File: src/sv/swbm_pkg.sv
package swbm_pkg;

  localparam int TIME_W   = 32;
  localparam int BYTES_W  = 16;
  localparam int BUCKET_W = 32;
  localparam int TOTAL_W  = 36;

  localparam logic [BUCKET_W-1:0] BUCKET_MAX = {BUCKET_W{1'b1}};
  localparam logic [TOTAL_W-1:0]  TOTAL_MAX  = {TOTAL_W{1'b1}};

  typedef struct packed {
    logic shift;
    logic load;
  } cell_ctrl_t;

endpackage

File: src/sv/sliding_window_byte_meter_unit.sv
// Sliding-window byte meter.
// Input channel (in_valid/in_ready): present time in whole seconds and a byte
// count for that second. Result channel (out_valid/out_ready): one window
// total per input transaction, the saturated sum of all per-second buckets.
// The buckets live in a ring of BUCKETS cells; cell 0 is always the current
// second. Each elapsed second rotates the ring by one cell and empties the
// slot entered, one cell per cycle, at most BUCKETS times per transaction.
// A transaction steps through ST_ADV for each elapsed second (the gap to the
// previous time), up to BUCKETS, then ST_ADD writes the total back and sets
// out_valid; a time that goes backward skips ST_ADV and adds nothing. One
// transaction is processed at a time: a new one is taken only once the last
// is written back. The result register holds a finished total while the
// receiver stalls; a following transaction is taken and rotated in the
// meantime and waits only for the final write-back. Reset (rst_n low, sync)
// empties every bucket and clears the total, the last time and out_valid.
module sliding_window_byte_meter_unit #(
  parameter int BUCKETS = 16
) (
  input  logic                         clk,
  input  logic                         rst_n,
  input  logic                         in_valid,
  output logic                         in_ready,
  input  logic [swbm_pkg::TIME_W-1:0]  in_current_second,
  input  logic [swbm_pkg::BYTES_W-1:0] in_byte_count,
  output logic                         out_valid,
  input  logic                         out_ready,
  output logic [swbm_pkg::TOTAL_W-1:0] out_window_total
);

  localparam int CW = $clog2(BUCKETS + 1);
  localparam int TW = swbm_pkg::BUCKET_W + $clog2(BUCKETS);
  localparam int EW = (TW > swbm_pkg::TOTAL_W) ? TW : swbm_pkg::TOTAL_W;

  typedef enum logic [1:0] {ST_IDLE, ST_ADV, ST_ADD} state_t;

  state_t                         state_r;
  logic [CW-1:0]                  cnt_r;
  logic [swbm_pkg::BYTES_W-1:0]   bytes_r;
  logic                           drop_r;
  logic [swbm_pkg::TIME_W-1:0]    last_r;
  logic [TW-1:0]                  tot_r;
  logic                           out_valid_r;
  logic [swbm_pkg::TOTAL_W-1:0]   out_total_r;

  logic [swbm_pkg::BUCKET_W-1:0]  cell_val [BUCKETS];
  logic [swbm_pkg::BUCKET_W-1:0]  nbr_val  [BUCKETS];
  swbm_pkg::cell_ctrl_t           ctrl     [BUCKETS];

  logic                           in_fire;
  logic                           out_free;
  logic                           commit;
  logic [swbm_pkg::TIME_W-1:0]    gap;
  logic [swbm_pkg::BUCKET_W:0]    add_sum;
  logic [swbm_pkg::BUCKET_W-1:0]  add_val;
  logic [TW-1:0]                  tot_add;
  logic [TW-1:0]                  tot_fin;
  logic [EW-1:0]                  tot_ext;
  logic [swbm_pkg::TOTAL_W-1:0]   tot_sat;

  assign in_ready = (state_r == ST_IDLE);
  assign in_fire  = in_valid && in_ready;
  assign out_free = !out_valid_r || out_ready;
  assign commit   = (state_r == ST_ADD) && out_free;
  assign gap      = in_current_second - last_r;

  assign add_sum = {1'b0, cell_val[0]} + (swbm_pkg::BUCKET_W + 1)'(bytes_r);
  assign add_val = add_sum[swbm_pkg::BUCKET_W] ? swbm_pkg::BUCKET_MAX
                                                : add_sum[swbm_pkg::BUCKET_W-1:0];
  assign tot_add = tot_r + TW'(add_val) - TW'(cell_val[0]);
  assign tot_fin = drop_r ? tot_r : tot_add;
  assign tot_ext = EW'(tot_fin);
  assign tot_sat = (tot_ext > EW'(swbm_pkg::TOTAL_MAX)) ? swbm_pkg::TOTAL_MAX
                                                         : tot_ext[swbm_pkg::TOTAL_W-1:0];

  genvar k;
  generate
    for (k = 0; k < BUCKETS; k++) begin : g_cell
      if (k == BUCKETS - 1) begin : g_wrap
        assign nbr_val[k] = cell_val[0];
      end else begin : g_next
        assign nbr_val[k] = cell_val[k+1];
      end
      assign ctrl[k].shift = (state_r == ST_ADV);
      assign ctrl[k].load  = (k == 0) && commit && !drop_r;
      swbm_cell u_cell (
        .clk      (clk),
        .rst_n    (rst_n),
        .ctrl     (ctrl[k]),
        .nbr_val  ((k == 0) ? '0 : nbr_val[k]),
        .load_val (add_val),
        .value    (cell_val[k])
      );
    end
  endgenerate

  always_ff @(posedge clk) begin
    if (!rst_n) begin
      state_r     <= ST_IDLE;
      cnt_r       <= '0;
      bytes_r     <= '0;
      drop_r      <= 1'b0;
      last_r      <= '0;
      tot_r       <= '0;
      out_valid_r <= 1'b0;
      out_total_r <= '0;
    end else begin
      if (out_valid_r && out_ready) begin
        out_valid_r <= 1'b0;
      end
      case (state_r)
        ST_IDLE: begin
          if (in_fire) begin
            bytes_r <= in_byte_count;
            last_r  <= in_current_second;
            if (in_current_second < last_r) begin
              drop_r  <= 1'b1;
              state_r <= ST_ADD;
            end else begin
              drop_r <= 1'b0;
              if (gap == '0) begin
                state_r <= ST_ADD;
              end else begin
                cnt_r   <= (gap >= swbm_pkg::TIME_W'(BUCKETS)) ? CW'(BUCKETS)
                                                               : gap[CW-1:0];
                state_r <= ST_ADV;
              end
            end
          end
        end
        ST_ADV: begin
          tot_r <= tot_r - TW'(nbr_val[0]);
          cnt_r <= cnt_r - CW'(1);
          if (cnt_r == CW'(1)) begin
            state_r <= ST_ADD;
          end
        end
        ST_ADD: begin
          if (out_free) begin
            tot_r       <= tot_fin;
            out_total_r <= tot_sat;
            out_valid_r <= 1'b1;
            state_r     <= ST_IDLE;
          end
        end
        default: begin
          state_r <= ST_IDLE;
        end
      endcase
    end
  end

  assign out_valid        = out_valid_r;
  assign out_window_total = out_total_r;

  a_cnt_bound: assert property (@(posedge clk) disable iff (!rst_n)
    cnt_r <= CW'(BUCKETS))
    else $error("advance count beyond bucket count");

  a_adv_clears: assert property (@(posedge clk) disable iff (!rst_n)
    state_r == ST_ADV |=> cell_val[0] == '0)
    else $error("entered slot not emptied");

  a_accept_busy: assert property (@(posedge clk) disable iff (!rst_n)
    in_fire |=> state_r != ST_IDLE)
    else $error("transaction accepted without processing");

  a_commit_valid: assert property (@(posedge clk) disable iff (!rst_n)
    commit |=> out_valid_r)
    else $error("result lost at write-back");

endmodule

File: src/sv/swbm_cell.sv
module swbm_cell (
  input  logic                          clk,
  input  logic                          rst_n,
  input  swbm_pkg::cell_ctrl_t          ctrl,
  input  logic [swbm_pkg::BUCKET_W-1:0] nbr_val,
  input  logic [swbm_pkg::BUCKET_W-1:0] load_val,
  output logic [swbm_pkg::BUCKET_W-1:0] value
);

  logic [swbm_pkg::BUCKET_W-1:0] value_r;
  logic [swbm_pkg::BUCKET_W-1:0] value_nxt;

  always_comb begin
    value_nxt = value_r;
    if (ctrl.load) begin
      value_nxt = load_val;
    end else if (ctrl.shift) begin
      value_nxt = nbr_val;
    end
  end

  always_ff @(posedge clk) begin
    if (!rst_n) begin
      value_r <= '0;
    end else begin
      value_r <= value_nxt;
    end
  end

  assign value = value_r;

endmodule

File: config.mk
export PLATFORM = sky130hd
export DESIGN_NAME = sliding_window_byte_meter_unit
export DESIGN_NICKNAME = d
export VERILOG_FILES = /design/src/sv/swbm_pkg.sv /design/src/sv/sliding_window_byte_meter_unit.sv /design/src/sv/swbm_cell.sv
export SDC_FILE = /design/constraint.sdc
export NUM_CORES = 2
export LEC_CHECK = 0
export ABC_CLOCK_PERIOD_IN_PS = 13000
export BUFFER_PORTS_ARGS = -buffer_cell sky130_fd_sc_hd__buf_2
export CORE_MARGIN = 2
export CORE_UTILIZATION = 30
export CTS_CLUSTER_DIAMETER = 50
export CTS_CLUSTER_SIZE = 14
export DETAILED_ROUTE_END_ITERATION = 8
export GPL_ROUTABILITY_DRIVEN = 0
export SLEW_MARGIN = 20
export SYNTH_ARGS = -nofsm -noshare
export SYNTH_HDL_FRONTEND = slang
export SYNTH_SLANG_ARGS = --single-unit
export TNS_END_PERCENT = 100
File: constraint.sdc
create_clock -name clk -period 13 [get_ports clk]
set_input_delay 2.6 -clock clk [delete_from_list [all_inputs] [get_ports clk]]
set_output_delay 2.6 -clock clk [all_outputs]
set_load 0.02 [all_outputs]
==> metrics list <==
- Across the VDD grid, the largest voltage drop is around 140 uV.
- Commonest cells after routing, fill and taps aside: sky130_fd_sc_hd__nand2_1 (1190), sky130_fd_sc_hd__a21oi_1 (693), sky130_fd_sc_hd__dfxtp_1 (640)
- After synthesis, the share of flip-flops with an asynchronous set or reset is 0%.
- TritonCTS sink count: 641
- Setup repair after global routing left no endpoint under its margin.
- Summed over all layers, the global routing overflow is 0.
- Entering global routing, the biggest net connects ~230 pins.
- Setup-violating endpoint count in the final report: 0
- Post-synthesis instance total: 4044
- Cell area power density: 202 nW/um^2
- Number of hold-repair buffers added at the cts stage: 0
- STA classifies the critical path endpoint as a flop.
- The total count of hold-check failures in the final report came to 0.
- In this run the static leakage power is around 0.012 uW.
- In the final design database the tool counted 4191 nets.
- The HPWL after detailed placement is 51.0 mm.
- When the netlist entered floorplanning its net count stood at between 4000 and 5000.
- Max Freq: 0.135 GHz
- STA puts the critical path data required time at 13.52 ns.
- Clock transition at the registers of the reported paths: 0.06 ns
- The clock passes through at most 3 buffers.
- Via count of the first global-routing pass: 23900
- The final-report max-slew violation count was 0.
- A synthesized cell averages 7.55 um^2.
* Remaining design rule violation count: 0
- Number of core rows: 117
- Clock latency on the worst-skew pair: 0.62 ns
- Maximum fanout along the worst path: 22
- The first TritonRoute pass finished after 6 iterations.
- Measured in cells, the most critical reg-to-reg path has a length of 25.
- During synthesis, Yosys emitted a total of 0 warnings.
* Beginning of the worst hold path: g_cell[3].u_cell.value[15]
* Worst min-delay path class: reg2reg
- Hold path depth: 2
* TritonCTS clock tree: built
* Classification of the worst setup path: reg2reg
* Startpoint of the worst register-to-register path: g_cell[0].u_cell.value[0]
* Clock tree skew after final layout: 0.0294 ns
* Count of state elements after synthesis: 641
- The run finished with clean final reports.
- The routed design could run at a clock period as short as 7.42 ns.
- Post-Syn Area: between 30000 and 40000 um^2
* I/O pin total: 90
- Global-route wire length before repair: around 130 mm
- Number of clock buffers inserted by TritonCTS: 74
- Hold slack: 0.438 ns
* EDFF count, synth: 0
- Post-detailed-route count of antenna-violating nets: 0
- Cts repair resizes: 0
- For this block, the initial DRC count from the detailed router was ~2000.
- Die span in y: 323 um
- The core region is 101000 um^2.
- Most common library cell in the layout ignoring fill and taps: sky130_fd_sc_hd__nand2_1
* Routed via count divided by cell count: 4.89
- Measured against its own limit, the worst slew margin works out to 21.6%.
- The final layout contains routed wiring with a total length of 77.1 mm.
- In the final routed layout, each cell accounts on average for 14.3 um.
- The worst register-to-register path ends at tot_r[35].
- Count of buffers inserted at the top-level ports: 89
- STA classifies the critical path startpoint as a flop.
- At the end of the flow the core is filled with cells to about a third.
- Sequential-to-total area share from yosys stat: approximately 42%
* Max-cap violation count: 0
* Area Overhead vs Synth: 12.8%
- The clock tree synthesis step divided the H-tree into 3 levels.
- For the final routed database, the setup TNS stands at 0 ns.
- 0 antenna diodes ended up in the layout.
- GRT Overall Usage: 14.4%
- Horizontal extent of the die: around 320 um
- The cell sitting at the root of the clock tree is a sky130_fd_sc_hd__clkbuf_16.
- The initial antenna violation count came to 0.
* Flop-to-flop setup slack: 5.58 ns
- Data arrival time of the critical path: 7.94 ns
- In the final layout, the share of cells above drive strength 1 is 6.76%.
* Most instantiated flip-flop cell in the synthesis netlist: sky130_fd_sc_hd__dfxtp_1
- Via total after detailed routing: 26500
- Layout fillers: 10800
- Post-CTS setup-driven buffer insertion count: 0
- Area enclosed by the die boundary: roughly 100000 um^2
- Of the available clock period, the critical path in the final layout requires 57.0%.
* Starting utilization of the core area: 30.1%
* Number of unique standard cell types used by synthesis: 86
- For the pin with the worst max-slew slack, the measured transition is 1.18 ns.
- WHS Endpoint: g_cell[2].u_cell.value[15]
-- report_power, final --
part | switching (uW) | internal [uW]
Sequential | 88.1 | 2060
Clock | 886 | 1160
Combinational | 1740 | 1020
-- cells in the mapped netlist, types with 6 or more instances --
library cell                number  area share [%]
sky130_fd_sc_hd__xnor2_1        55             1.6
sky130_fd_sc_hd__o21ai_0       122             2.0
sky130_fd_sc_hd__fa_1           35             2.3
sky130_fd_sc_hd__o21ai_1        12            0.20
sky130_fd_sc_hd__xor2_1         35             1.0
sky130_fd_sc_hd__a311oi_1        8            0.23
sky130_fd_sc_hd__buf_2          10            0.16
sky130_fd_sc_hd__inv_1         189             2.3
sky130_fd_sc_hd__nand2b_1       17            0.35
sky130_fd_sc_hd__and2_1         15            0.31
sky130_fd_sc_hd__o21bai_1       23            0.57
sky130_fd_sc_hd__nor3_1         48            0.79
sky130_fd_sc_hd__nand3b_1        6            0.15
sky130_fd_sc_hd__a221oi_1       13            0.37
sky130_fd_sc_hd__o211ai_1       13            0.32
sky130_fd_sc_hd__and3_1         32            0.66
sky130_fd_sc_hd__o2111ai_1       7            0.20
sky130_fd_sc_hd__a211oi_1       38            0.93
sky130_fd_sc_hd__dfxtp_1       641              42
sky130_fd_sc_hd__nor2_1        175             2.2
sky130_fd_sc_hd__nand4_1        15            0.31
sky130_fd_sc_hd__a31oi_1        15            0.31
sky130_fd_sc_hd__o21a_1         29            0.71
sky130_fd_sc_hd__a211o_1         8            0.23
sky130_fd_sc_hd__nor2b_1        13            0.27
sky130_fd_sc_hd__nand3_1        65             1.1
sky130_fd_sc_hd__nand2_1      1192              15
sky130_fd_sc_hd__o22ai_1        11            0.23
sky130_fd_sc_hd__a21o_1         39            0.96
sky130_fd_sc_hd__clkbuf_1      235             2.9
sky130_fd_sc_hd__a21oi_1       693              11
sky130_fd_sc_hd__mux2i_1         7            0.23
sky130_fd_sc_hd__ha_1          120             4.9
-- final cells by class --
type | instances | area, um^2 | area share (%)
Inverter | 191 | 724 | 2.10
Tap cell | 1368 | 1710 | 4.97
Sequential cell | 641 | 12800 | 37.3
Timing Repair Buffer | 113 | 683 | 1.98
Clock buffer | 87 | 2010 | 5.84
Clock inverter | 42 | 413 | 1.20
Multi-Input combinational cell | 2963 | 16000 | 46.6
-- logic make-up after synthesis --
group	after synthesis	share of synthesized area [%]
simple gates	1600	21.3
compound gates	1108	21.1
flops	641	42.0
buf+inv	440	5.46
fa+ha+maj	155	7.21
xor+xnor	90	2.58
mux	10	0.340
-- critical path: stages (launching register included) --
cell	delay, ns
sky130_fd_sc_hd__dfxtp_1	0.39
sky130_fd_sc_hd__ha_1	0.22
sky130_fd_sc_hd__fa_1	0.23
sky130_fd_sc_hd__a21o_1	0.14
sky130_fd_sc_hd__a21oi_1	0.10
sky130_fd_sc_hd__o21bai_1	0.16
sky130_fd_sc_hd__a21oi_1	0.13
sky130_fd_sc_hd__o211ai_1	0.23
sky130_fd_sc_hd__a21oi_1	0.11
sky130_fd_sc_hd__o21bai_1	0.72
sky130_fd_sc_hd__and2_1	0.51
sky130_fd_sc_hd__buf_4	0.35
sky130_fd_sc_hd__nor2_1	0.10
sky130_fd_sc_hd__fa_1	0.48
sky130_fd_sc_hd__inv_1	0.04
sky130_fd_sc_hd__ha_1	0.35
sky130_fd_sc_hd__and3_1	0.21
sky130_fd_sc_hd__a221oi_1	0.30
sky130_fd_sc_hd__o21ai_1	0.25
sky130_fd_sc_hd__a21oi_1	0.31
sky130_fd_sc_hd__o21ai_0	0.23
sky130_fd_sc_hd__o41ai_1	0.93
sky130_fd_sc_hd__o21ai_0	0.30
sky130_fd_sc_hd__o211ai_1	0.15
sky130_fd_sc_hd__o2111ai_1	0.16
sky130_fd_sc_hd__a211oi_1	0.22
-- stage by stage --
stage	power, uW	instance area, um^2	setup slack [ns]	cells
final	6940	34400	5.58	5405
after global routing	7400	34400	4.97	5405
after CTS	6970	34400	5.80	5404
after detailed placement	4890	32000	5.84	5275
after floorplan	4220	30500	7.10	4044
after global placement	4870	32000	5.89	5275
-- registers in the layout, indices dropped and copies added (netlist names) --
| signal | cells |
|---|---|
| state_r | 2 |
| out_window_total | 36 |
| bytes_r | 16 |
| g_cell.u_cell.value | 512 |
| out_valid | 1 |
| drop_r | 1 |
| cnt_r | 5 |
| tot_r | 36 |
| last_r | 32 |
-- routing by layer --
layer  track usage, %  vias up  part of all wire [%]
li1                 -    13400                     -
met2             23.0      513                    45
met1             19.6    12400                    47
met3             2.40      128                   5.4
met4             5.46        0                   3.1
met5                0        -                     0
-- worst max-delay path by stage --
stage                                         start  cells past startpoint         to
after CTS                 g_cell[0].u_cell.value[0]                     25  tot_r[29]
after global routing      g_cell[0].u_cell.value[0]                     25  tot_r[29]
final                     g_cell[0].u_cell.value[0]                     25  tot_r[35]
after global placement    g_cell[0].u_cell.value[0]                     25  tot_r[29]
after detailed placement  g_cell[0].u_cell.value[0]                     25  tot_r[35]
after floorplan           g_cell[0].u_cell.value[0]                     28  tot_r[32]
No activity file was read; power rests on OpenSTA's default activity.
